--- src/rtl/tod_pkg.sv ---
// shared types and constants of the trajectory oscillation detector
`default_nettype none
package tod_pkg;

  // fixed field widths
  localparam int THR_W   = 21;
  localparam int LIM_W   = 8;
  localparam int RUN_W   = 8;

  // multiplier digit and threshold operand sizes
  localparam int DIGIT_W = 16;
  localparam int TMAG_W  = 21;
  localparam int T2_W    = 41;
  localparam int ND_T    = 2;
  localparam int ND_T2   = 3;

  localparam logic [RUN_W-1:0] RUN_MAX = {RUN_W{1'b1}};

  // configuration register indexes
  localparam logic REG_THRESHOLD = 1'b0;
  localparam logic REG_OSC_LIMIT = 1'b1;

  // multiply-accumulate operations, in issue order
  typedef logic [3:0] op_t;
  localparam op_t OP_PP_X = 4'd0;
  localparam op_t OP_PP_Y = 4'd1;
  localparam op_t OP_PP_Z = 4'd2;
  localparam op_t OP_PC_X = 4'd3;
  localparam op_t OP_PC_Y = 4'd4;
  localparam op_t OP_PC_Z = 4'd5;
  localparam op_t OP_TT   = 4'd6;
  localparam op_t OP_DD   = 4'd7;
  localparam op_t OP_TS   = 4'd8;

  // commands from the controller to the datapath
  typedef struct packed {
    logic load;
    logic diff;
    logic mac;
    logic last_dig;
    logic update;
    logic test;
    op_t  op;
  } dp_cmd_t;

endpackage
`default_nettype wire

--- src/rtl/tod_ctrl.sv ---
// controller state machine: sequences load, differences, multiply steps and update
`default_nettype none
module tod_ctrl #(
  parameter int COORD_WIDTH = 32,
  localparam int ND_C  = (COORD_WIDTH + 15) / 16,
  localparam int ND_D  = (2 * COORD_WIDTH + 2 + 15) / 16,
  localparam int NDMAX = (ND_D > 3) ? ND_D : 3,
  localparam int DIG_W = $clog2(NDMAX)
) (
  input  wire logic             clk,
  input  wire logic             rst_n,
  input  wire logic             in_valid,
  output logic                  in_ready,
  output logic                  out_valid,
  input  wire logic             out_ready,
  input  wire logic             test_ready,
  output tod_pkg::dp_cmd_t      cmd,
  output logic [DIG_W-1:0]      mac_dig
);
  import tod_pkg::*;

  localparam logic [1:0] S_IDLE = 2'd0;
  localparam logic [1:0] S_DIFF = 2'd1;
  localparam logic [1:0] S_MAC  = 2'd2;
  localparam logic [1:0] S_UPD  = 2'd3;

  logic [1:0]       state_r, state_nxt;
  op_t              op_r, op_nxt;
  logic [DIG_W-1:0] dig_r, dig_nxt;
  logic             out_valid_r, out_valid_nxt;
  logic [DIG_W-1:0] dig_last;
  logic             is_last;

  // last digit index of the current operation
  always_comb begin
    unique case (op_r)
      OP_PP_X, OP_PP_Y, OP_PP_Z,
      OP_PC_X, OP_PC_Y, OP_PC_Z: dig_last = DIG_W'(ND_C - 1);
      OP_TT:                     dig_last = DIG_W'(ND_T - 1);
      OP_DD:                     dig_last = DIG_W'(ND_D - 1);
      OP_TS:                     dig_last = DIG_W'(ND_T2 - 1);
      default:                   dig_last = '0;
    endcase
  end

  assign is_last = (dig_r == dig_last);

  // next state and commands
  always_comb begin
    state_nxt     = state_r;
    op_nxt        = op_r;
    dig_nxt       = dig_r;
    out_valid_nxt = out_valid_r && !out_ready;
    in_ready      = 1'b0;
    cmd           = '0;
    cmd.op        = op_r;
    cmd.last_dig  = is_last;
    unique case (state_r)
      S_IDLE: begin
        in_ready = 1'b1;
        if (in_valid) begin
          cmd.load  = 1'b1;
          state_nxt = S_DIFF;
        end
      end
      S_DIFF: begin
        cmd.diff = 1'b1;
        op_nxt   = OP_PP_X;
        dig_nxt  = '0;
        state_nxt = test_ready ? S_MAC : S_UPD;
      end
      S_MAC: begin
        cmd.mac = 1'b1;
        if (is_last) begin
          dig_nxt = '0;
          if (op_r == OP_TS) begin
            state_nxt = S_UPD;
          end else begin
            op_nxt = op_r + 4'd1;
          end
        end else begin
          dig_nxt = dig_r + DIG_W'(1);
        end
      end
      S_UPD: begin
        // wait until the output register is free
        if (!out_valid_r || out_ready) begin
          cmd.update    = 1'b1;
          cmd.test      = test_ready;
          out_valid_nxt = 1'b1;
          state_nxt     = S_IDLE;
        end
      end
    endcase
  end

  assign mac_dig   = dig_r;
  assign out_valid = out_valid_r;

  // control registers
  always_ff @(posedge clk) begin
    if (!rst_n) begin
      state_r     <= S_IDLE;
      op_r        <= OP_PP_X;
      dig_r       <= '0;
      out_valid_r <= 1'b0;
    end else begin
      state_r     <= state_nxt;
      op_r        <= op_nxt;
      dig_r       <= dig_nxt;
      out_valid_r <= out_valid_nxt;
    end
  end

endmodule
`default_nettype wire

--- config.mk ---
export PLATFORM = sky130hd
export DESIGN_NAME = tod_ctrl
export DESIGN_NICKNAME = d
export VERILOG_FILES = /design/src/rtl/tod_pkg.sv /design/src/rtl/tod_ctrl.sv
export SDC_FILE = /design/constraint.sdc
export NUM_CORES = 1
export LEC_CHECK = 0
export ABC_CLOCK_PERIOD_IN_PS = 2300
export BUFFER_PORTS_ARGS = -buffer_cell sky130_fd_sc_hd__buf_4
export CAP_MARGIN = 20
export CORE_UTILIZATION = 40
export DETAILED_ROUTE_END_ITERATION = 10
export HOLD_SLACK_MARGIN = 0.15
export PLACE_DENSITY = 0.68
export SLEW_MARGIN = 20
export SYNTH_ARGS = -nofsm -noshare
export SYNTH_HDL_FRONTEND = slang
export SYNTH_SLANG_ARGS = --single-unit
export TNS_END_PERCENT = 1
--- constraint.sdc ---
create_clock -name clk -period 2.3 [get_ports clk]
set_input_delay 0.46 -clock clk [delete_from_list [all_inputs] [get_ports clk]]
set_output_delay 0.46 -clock clk [all_outputs]
set_load 0.005 [all_outputs]
==> results.cfg, run 1 <==
[yosys]
synth_edf_count = 0
synth_compound_area_share_pct = 20.3
yosys.area_share.xor_xnor_pct = 5.82
seq_area_frac_synth_pct = 31.0
muxShareOfSynthArea_pct = 2.39
yosysTopAreaCell = dfxtp_1
synth.area.top_cells = dfxtp_1 (31%), ha_1 (10%), xor2_2 (5.8%), inv_1 (3.6%), nor2_1 (3.6%)
async_flop_share_pct = 0
yosysMostFrequentCell = dfxtp_1
syn_nets = 105
yosys.area_share.simple_pct = 24.9
synth.top_cell.area_share_pct = 31.0
synthTopCellsByCount = dfxtp_1 (13), inv_1 (8), nor2_1 (8)
post_synth.cell_area_avg_um2 = 9.01
synth.distinct_cells = 35
synth_area_um2 = 838
synth-main-ff-cell = dfxtp_1
synth_seq_cells = 13
synth_top_family_by_area = simple AND/OR/NAND/NOR gates
synthCells = 93
synth-adder-area-share_pct = 10.4
ys_warn_count = 0

[power_and_ir_drop]
ir_worst_vdd_mv = 0.377
powerDensity_nw_per_um2 = 687
power.static_leakage_uw = 0.000445

[clock_tree]
htree_num_levels = 1
post-cts-setup-buffers = 0
cts_tree = done
clockRootBuffer = clkbuf_4
clk-insertion-delay-late_ns = 0.28
holdBufCountCts = 0
cts_resized = 0
clk_pin_slew_ns = 0.08
cts.path.max_buffers = 2
clock-sinks = 13
numCtsBuffers = 3

[setup_path]
crit_family = compound AO/OA/AOI/OAI gates
rr_startpoint = state_r[0]
worstPathArrival_ns = 2.28
ff2ff_setup_slack_ns = 0.19
cp_cell_sequence = inv_1 -> ha_1 -> inv_1 -> o21ba_2 -> and3_2 -> a32o_1 -> and3_1
r2r-end = dig_last[2]
startpoint = state_r[0]
cp.depth = 7
rr_worst_depth = 7
cp_max_fo = 13
path_class = register to register
cpMaxStageDelayCell = ha_1
cp-end-kind = register
cp.required_ns = 2.48
cp-endpoint = dig_last[2]
crit_buf_inv = 2
cpPeakStageDelay_ns = 0.46
startpoint_type = register
cpMostUsedCell = inv_1

[layout]
utilization_pct = 52.4
area_growth_pct = 22.7
finalNetCount = 127
drive_gt1_share_pct = 27.2
n_fill_cell = 193
antenna_cells = 0

[floorplanning]
io_pins = 20
die_h_um = 47.8
num_rows = 16
dieArea_um2 = 2280
coreArea_um2 = 1960
die_x_um = 47.8
initial_core_util_pct = 42.7

[run]
max-cap-violations = 0

[route]
drc = 0
ant_nets = 0
wl_um = 1830
wl_per_cell_um = 13.0
drt_iter0_drc = 11
via_per_inst = 5.21
num_vias = 735
drt_pass1_iterations = 4

[place]
place.gp.congestion = 0.819
dp.final_hpwl_um = 1370
port_buffers = 19

[global_route]
grt_max_degree = 14
grt.total_usage_pct = 17.5
grt_first_pass_wirelength_um = 2590
grt-ovfl-total = 0
grt_pass1_vias = 599
antenna_found_initial = 0

[sta]
fin_setup_tns_ns = 0
period_needed_ns = 2.11
maxSlewHeadroom_pct = 68.1
period_share_pct = 91.5
drv_slew = 0
clock_skew_ns = 0.00156
hold_violations = 0
setup_viol = 0
fmax_ghz = 0.475
tightest_slew_ns = 0.472
rsz0062_at_grt = false

[hold_path]
whs_path_depth = 2
holdCritStartpoint = rst_n
worst_hold_path_type = input pin to register

[outcome]
outcome = finished clean
==> layer usage <==
| layer | global-route usage (%) | part of all wire, % | wire length (um) |
|---|---|---|---|
| met1 | 21.5 | 45 | 823 |
| met4 | 13.3 | 2.0 | 36 |
| met5 | 0 | 0 | 0 |
| met3 | 4.53 | 6.1 | 112 |
| met2 | 25.9 | 47 | 859 |
==> area by class of cell <==
cell class              instances  area [um^2]  area share [%]
flip-flops and latches         13          260            25.3
multi-input cells              70          536            52.1
well taps                      27         33.8            3.28
clock buffers                   4         26.3            2.55
repair buffers                 19          143            13.9
inverters                       8         30.0            2.92
==> registers in the layout, summed over array words and instances (netlist names) <==
signal / flops
out_valid: 1
dig_last: 3
state_r: 2
mac_dig: 3
op_r: 4
==> stage by stage <==
stage,setup WS [ns],total power [uW],cells,instance area [um^2],hold slack [ns]
2_1_floorplan,0.412,466,93,838,0.495
3_3_place_gp,0.271,561,137,1000,0.520
3_5_place_dp,0.218,566,137,1000,0.535
4_1_cts,0.195,712,141,1030,0.466
5_1_grt,0.0483,755,141,1030,0.467
6_report,0.194,707,141,1030,0.466
==> where the power goes <==
part | internal (uW) | switching (uW)
clock network | 67.3 | 78.9
logic | 135 | 163
registers | 243 | 18.6
total | 446 | 261
==> worst min-delay path by stage <==
stage,slack (ns),end
final,0.47,op_r[1]
after global routing,0.47,op_r[1]
after CTS,0.47,op_r[1]
after detailed placement,0.53,state_r[1]
after global placement,0.52,state_r[1]
after floorplan,0.49,state_r[1]
==> worst reg2reg max path: cells and delay by family, from the launching register on <==
family | cells | cell delay, ns
fa+ha+maj | 1 | 0.46
simple gates | 2 | 0.40
flops | 1 | 0.33
buf+inv | 2 | 0.30
compound gates | 2 | 0.52
==> layout by cell type, fill, tap and decap left out, types with 2 or more instances in the layout <==
| cell type | instances |
|---|---|
| nor2b_1 | 2 |
| dfxtp_1 | 13 |
| clkbuf_4 | 3 |
| a21oi_1 | 5 |
| nor4_1 | 2 |
| inv_1 | 8 |
| o21ai_0 | 4 |
| buf_4 | 19 |
| mux2i_1 | 2 |
| ha_1 | 7 |
| nand2b_1 | 2 |
| xor2_2 | 3 |
| nor2_1 | 8 |
| and3_1 | 2 |
| nand3_1 | 4 |
| nand2_1 | 7 |
| and2_1 | 4 |
==> cell families after synthesis <==
kind of cell	count (synthesis)
xor gates and xnor gates	3
and+or+nand+nor	38
muxes	2
DFF	13
buffers and inverters	10
adders and majority gates	7
AOI/OAI and AO/OA	20
Power figures use the tool's default switching activity.
==> run 2: changes to the inputs <==
CELL_PAD_IN_SITES_DETAIL_PLACEMENT = 1   (was unset)
CELL_PAD_IN_SITES_GLOBAL_PLACEMENT = 1   (was unset)
CORE_UTILIZATION = 38   (was 40)
PLACE_DENSITY = 0.82   (was 0.68)
==> results.cfg, run 2 (same netlist as run 1, synthesis figures left out) <==
[outcome]
outcome = finished clean

[hold_path]
whs_path_depth = 2
whs_endpoint = op_r[1]
worst_hold_path_type = input pin to register
holdCritStartpoint = rst_n

[global_route]
grt-ovfl-total = 0
grt_max_degree = 10
grt_pass1_vias = 748
grt_first_pass_wirelength_um = 3420
grt.total_usage_pct = 18.9
antenna_found_initial = 0

[clock_tree]
htree_num_levels = 1
clk-insertion-delay-late_ns = 0.29
cts_resized = 0
clk_pin_slew_ns = 0.09
cts_tree = done
cts.path.max_buffers = 2
post-cts-setup-buffers = 0
clock-sinks = 13
holdBufCountCts = 0
numCtsBuffers = 3
clockRootBuffer = clkbuf_4

[layout]
drive_gt1_share_pct = 27.8
mostFrequentLayoutCells = buf_4 (20), dfxtp_1 (13), inv_1 (8), nor2_1 (8)
top_register = op_r
design_area_um2 = 1040
final_common_cell = buf_4
largest_register_ffs = 4
antenna_cells = 0
area_growth_pct = 23.6
finalNetCount = 128

[setup_path]
rr_worst_depth = 7
cp-end-kind = register
path_class = register to register
cp_cell_sequence = inv_1 -> ha_1 -> nand3b_1 -> o41ai_1 -> nand2_1 -> a2111oi_0 -> a211oi_1
cpPeakStageDelay_ns = 0.44
cpMaxStageDelayCell = a2111oi_0
worstPathArrival_ns = 2.19
cp.required_ns = 2.47
ff2ff_setup_slack_ns = 0.28
startpoint_type = register
cp_max_fo = 6
r2r-end = state_r[0]
rr_startpoint = op_r[0]

[sta]
setup_viol = 0
tightest_slew_ns = 0.421
fmax_ghz = 0.495
hold_violations = 0
period_needed_ns = 2.02
period_share_pct = 87.9
fin_setup_tns_ns = 0
drv_slew = 0
clock_skew_ns = 0.0126
rsz0062_at_grt = false
maxSlewHeadroom_pct = 71.5
finalWorstSetupSlack_ns = 0.279

[floorplanning]
dieArea_um2 = 2400
die_h_um = 49.0
num_rows = 16
io_pins = 20
initial_core_util_pct = 41.5
die_x_um = 49.0
coreArea_um2 = 2020

[place]
port_buffers = 19
dp.final_hpwl_um = 1610
postPlaceCellArea_um2 = 1010
place.gp.congestion = 0.812
pre_cts_slack_ns = 0.288

[route]
drt_pass1_iterations = 4
drc = 0
via_per_inst = 5.39
wl_um = 2050
num_vias = 766
drt_iter0_drc = 4
ant_nets = 0
wl_per_cell_um = 14.5

[power_and_ir_drop]
ir_worst_vdd_mv = 0.376
powerDensity_nw_per_um2 = 699
power.static_leakage_uw = 0.000450

[run]
max-cap-violations = 0
## run 2: final cells by class
cell class	count	area, um^2
multi-input combinational	70	536
inverter	8	30.0
tap	27	33.8
sequential	13	260
fill	249	986
timing repair buffer	20	150
clock buffer	4	26.3
## run 2: worst max-delay path by stage
| stage | slack, ns | from | to |
|---|---|---|---|
| 2_1_floorplan | 0.41 | state_r[0] | dig_last[2] |
| 3_3_place_gp | 0.36 | state_r[0] | dig_last[2] |
| 3_5_place_dp | 0.29 | op_r[0] | state_r[0] |
| 4_1_cts | 0.26 | op_r[0] | state_r[0] |
| 5_1_grt | 0.07 | op_r[0] | state_r[0] |
| 6_report | 0.28 | op_r[0] | state_r[0] |
## run 2: critical path: cells and delay by family, from the launching register on
kind                       cells  cell delay [ns]
AOI/OAI and AO/OA              3             0.92
DFF                            1             0.37
and+or+nand+nor                2             0.30
adders and majority gates      1             0.19
buffers and inverters          1             0.13
## run 2: per-layer routing
layer	track usage, %	share of wire (%)
met3	3.12	3.7
met5	0	0
met2	34.5	53
met4	5.88	0.83
met1	22.2	42
## run 2: where the power goes
part           internal (uW)  switching [uW]
registers                243            19.3
clock network           67.4            79.3
logic                    140             175
## run 2: through the flow
step	std cells	utilization (%)	hold WS (ns)	total power, uW
floorplan	93	-	0.495	466
global placement	138	49.9	0.541	571
detailed placement	138	49.9	0.544	583
CTS	142	51.2	0.446	735
global route	142	51.2	0.446	782
finish	142	51.2	0.449	724
==> run 3: changes to the inputs <==
==> constraint.sdc (replaced) <==
create_clock -name clk -period 2.3 [get_ports clk]
set_input_delay 0.115 -clock clk [delete_from_list [all_inputs] [get_ports clk]]
set_output_delay 0.115 -clock clk [all_outputs]
set_load 0.005 [all_outputs]
==> results.cfg, run 3 (same netlist as run 1, synthesis figures left out) <==
[outcome]
outcome = finished clean

[floorplanning]
initial_core_util_pct = 41.5
io_pins = 20
die_h_um = 49.0
dieArea_um2 = 2400
die_x_um = 49.0
coreArea_um2 = 2020
num_rows = 16

[route]
num_vias = 783
drc = 0
wl_per_cell_um = 14.5
wl_um = 2080
ant_nets = 0
via_per_inst = 5.44
drt_pass1_iterations = 3
drt_iter0_drc = 4

[sta]
rsz0062_at_grt = false
hold_violations = 0
drv_slew = 0
clock_skew_ns = 0.0123
period_needed_ns = 2.02
maxSlewHeadroom_pct = 71.8
tightest_slew_ns = 0.417
period_share_pct = 87.7
fin_setup_tns_ns = 0
setup_viol = 0
fmax_ghz = 0.496

[layout]
mostFrequentLayoutCells = buf_4 (20), dfxtp_1 (13), inv_1 (8), nor2_1 (8)
drive_gt1_share_pct = 27.4
finalNetCount = 130
fin_cells = 144
utilization_pct = 52.2
antenna_cells = 0
top_register = op_r
final_common_cell = buf_4
largest_register_ffs = 4
area_growth_pct = 26.0

[global_route]
antenna_found_initial = 0
grt-ovfl-total = 0
grt_pass1_vias = 760
grt_max_degree = 10
grt.total_usage_pct = 19.1
grt_first_pass_wirelength_um = 3460

[setup_path]
rr_worst_depth = 7
cp.required_ns = 2.47
r2r-end = state_r[0]
cp-end-kind = register
ff2ff_setup_slack_ns = 0.28
worstPathArrival_ns = 2.18
crit_family = compound AO/OA/AOI/OAI gates
startpoint_type = register
cpPeakStageDelay_ns = 0.44
cpMaxStageDelayCell = a2111oi_0
path_class = register to register
cp_max_fo = 6
crit_buf_inv = 1
rr_startpoint = op_r[0]
cp_cell_sequence = inv_1 -> ha_1 -> nand3b_1 -> o41ai_1 -> nand2_1 -> a2111oi_0 -> a211oi_1

[clock_tree]
post-cts-setup-buffers = 0
holdBufCountCts = 2
cts_tree = done
clk-insertion-delay-late_ns = 0.29
cts.path.max_buffers = 2
clk_pin_slew_ns = 0.09
clockRootBuffer = clkbuf_4
clock-sinks = 13
htree_num_levels = 1
numCtsBuffers = 3
cts_resized = 0

[run]
max-cap-violations = 0

[power_and_ir_drop]
ir_worst_vdd_mv = 0.375
powerDensity_nw_per_um2 = 688
power.static_leakage_uw = 0.000459
total_power_uw = 726

[place]
place.gp.congestion = 0.812
place_inst = 138
port_buffers = 19
dp.final_hpwl_um = 1610

[hold_path]
whs_path_depth = 5
holdCritStartpoint = in_valid
worst_hold_path_type = input pin to register
whs_endpoint = state_r[0]
## run 3: cell type report
class	instances	area [um^2]
clock buffers	4	26.3
fillers	249	966
inverters	8	30.0
multi-input cells	70	536
flip-flops and latches	13	260
well taps	27	33.8
repair buffers	22	170
## run 3: where the power goes
part | switching [uW] | internal (uW)
registers | 19.4 | 243
logic | 176 | 142
clock network | 78.7 | 67.4
## run 3: routing by layer
layer	GRT usage (%)	routed length, um
met5	0	0
met1	22.2	887
met4	5.88	17
met3	3.12	71
met2	35.2	1110
## run 3: worst max path at each step
stage | from | to | slack (ns) | depth (start not counted)
after floorplan | state_r[0] | dig_last[2] | 0.41 | 8
after global placement | state_r[0] | dig_last[2] | 0.36 | 7
after detailed placement | op_r[0] | state_r[0] | 0.29 | 7
after CTS | op_r[0] | state_r[0] | 0.26 | 7
after global routing | op_r[0] | state_r[0] | 0.07 | 7
final | op_r[0] | state_r[0] | 0.28 | 7
## run 3: worst reg2reg max path, cell delays in order (launching register included)
cell and delay (ns):
dfxtp_1 0.37, inv_1 0.13, ha_1 0.19, nand3b_1 0.13, o41ai_1 0.38, nand2_1 0.17, a2111oi_0 0.44, a211oi_1 0.09
## run 3: per-stage QoR
stage / hold WS [ns] / instance area [um^2] / setup WS [ns]
3_3_place_gp: 0.404 / 1010 / 0.361
5_1_grt: 0.312 / 1060 / 0.0667
2_1_floorplan: 0.237 / 838 / 0.412
3_5_place_dp: 0.403 / 1010 / 0.288
6_report: 0.310 / 1060 / 0.283
4_1_cts: 0.298 / 1060 / 0.264
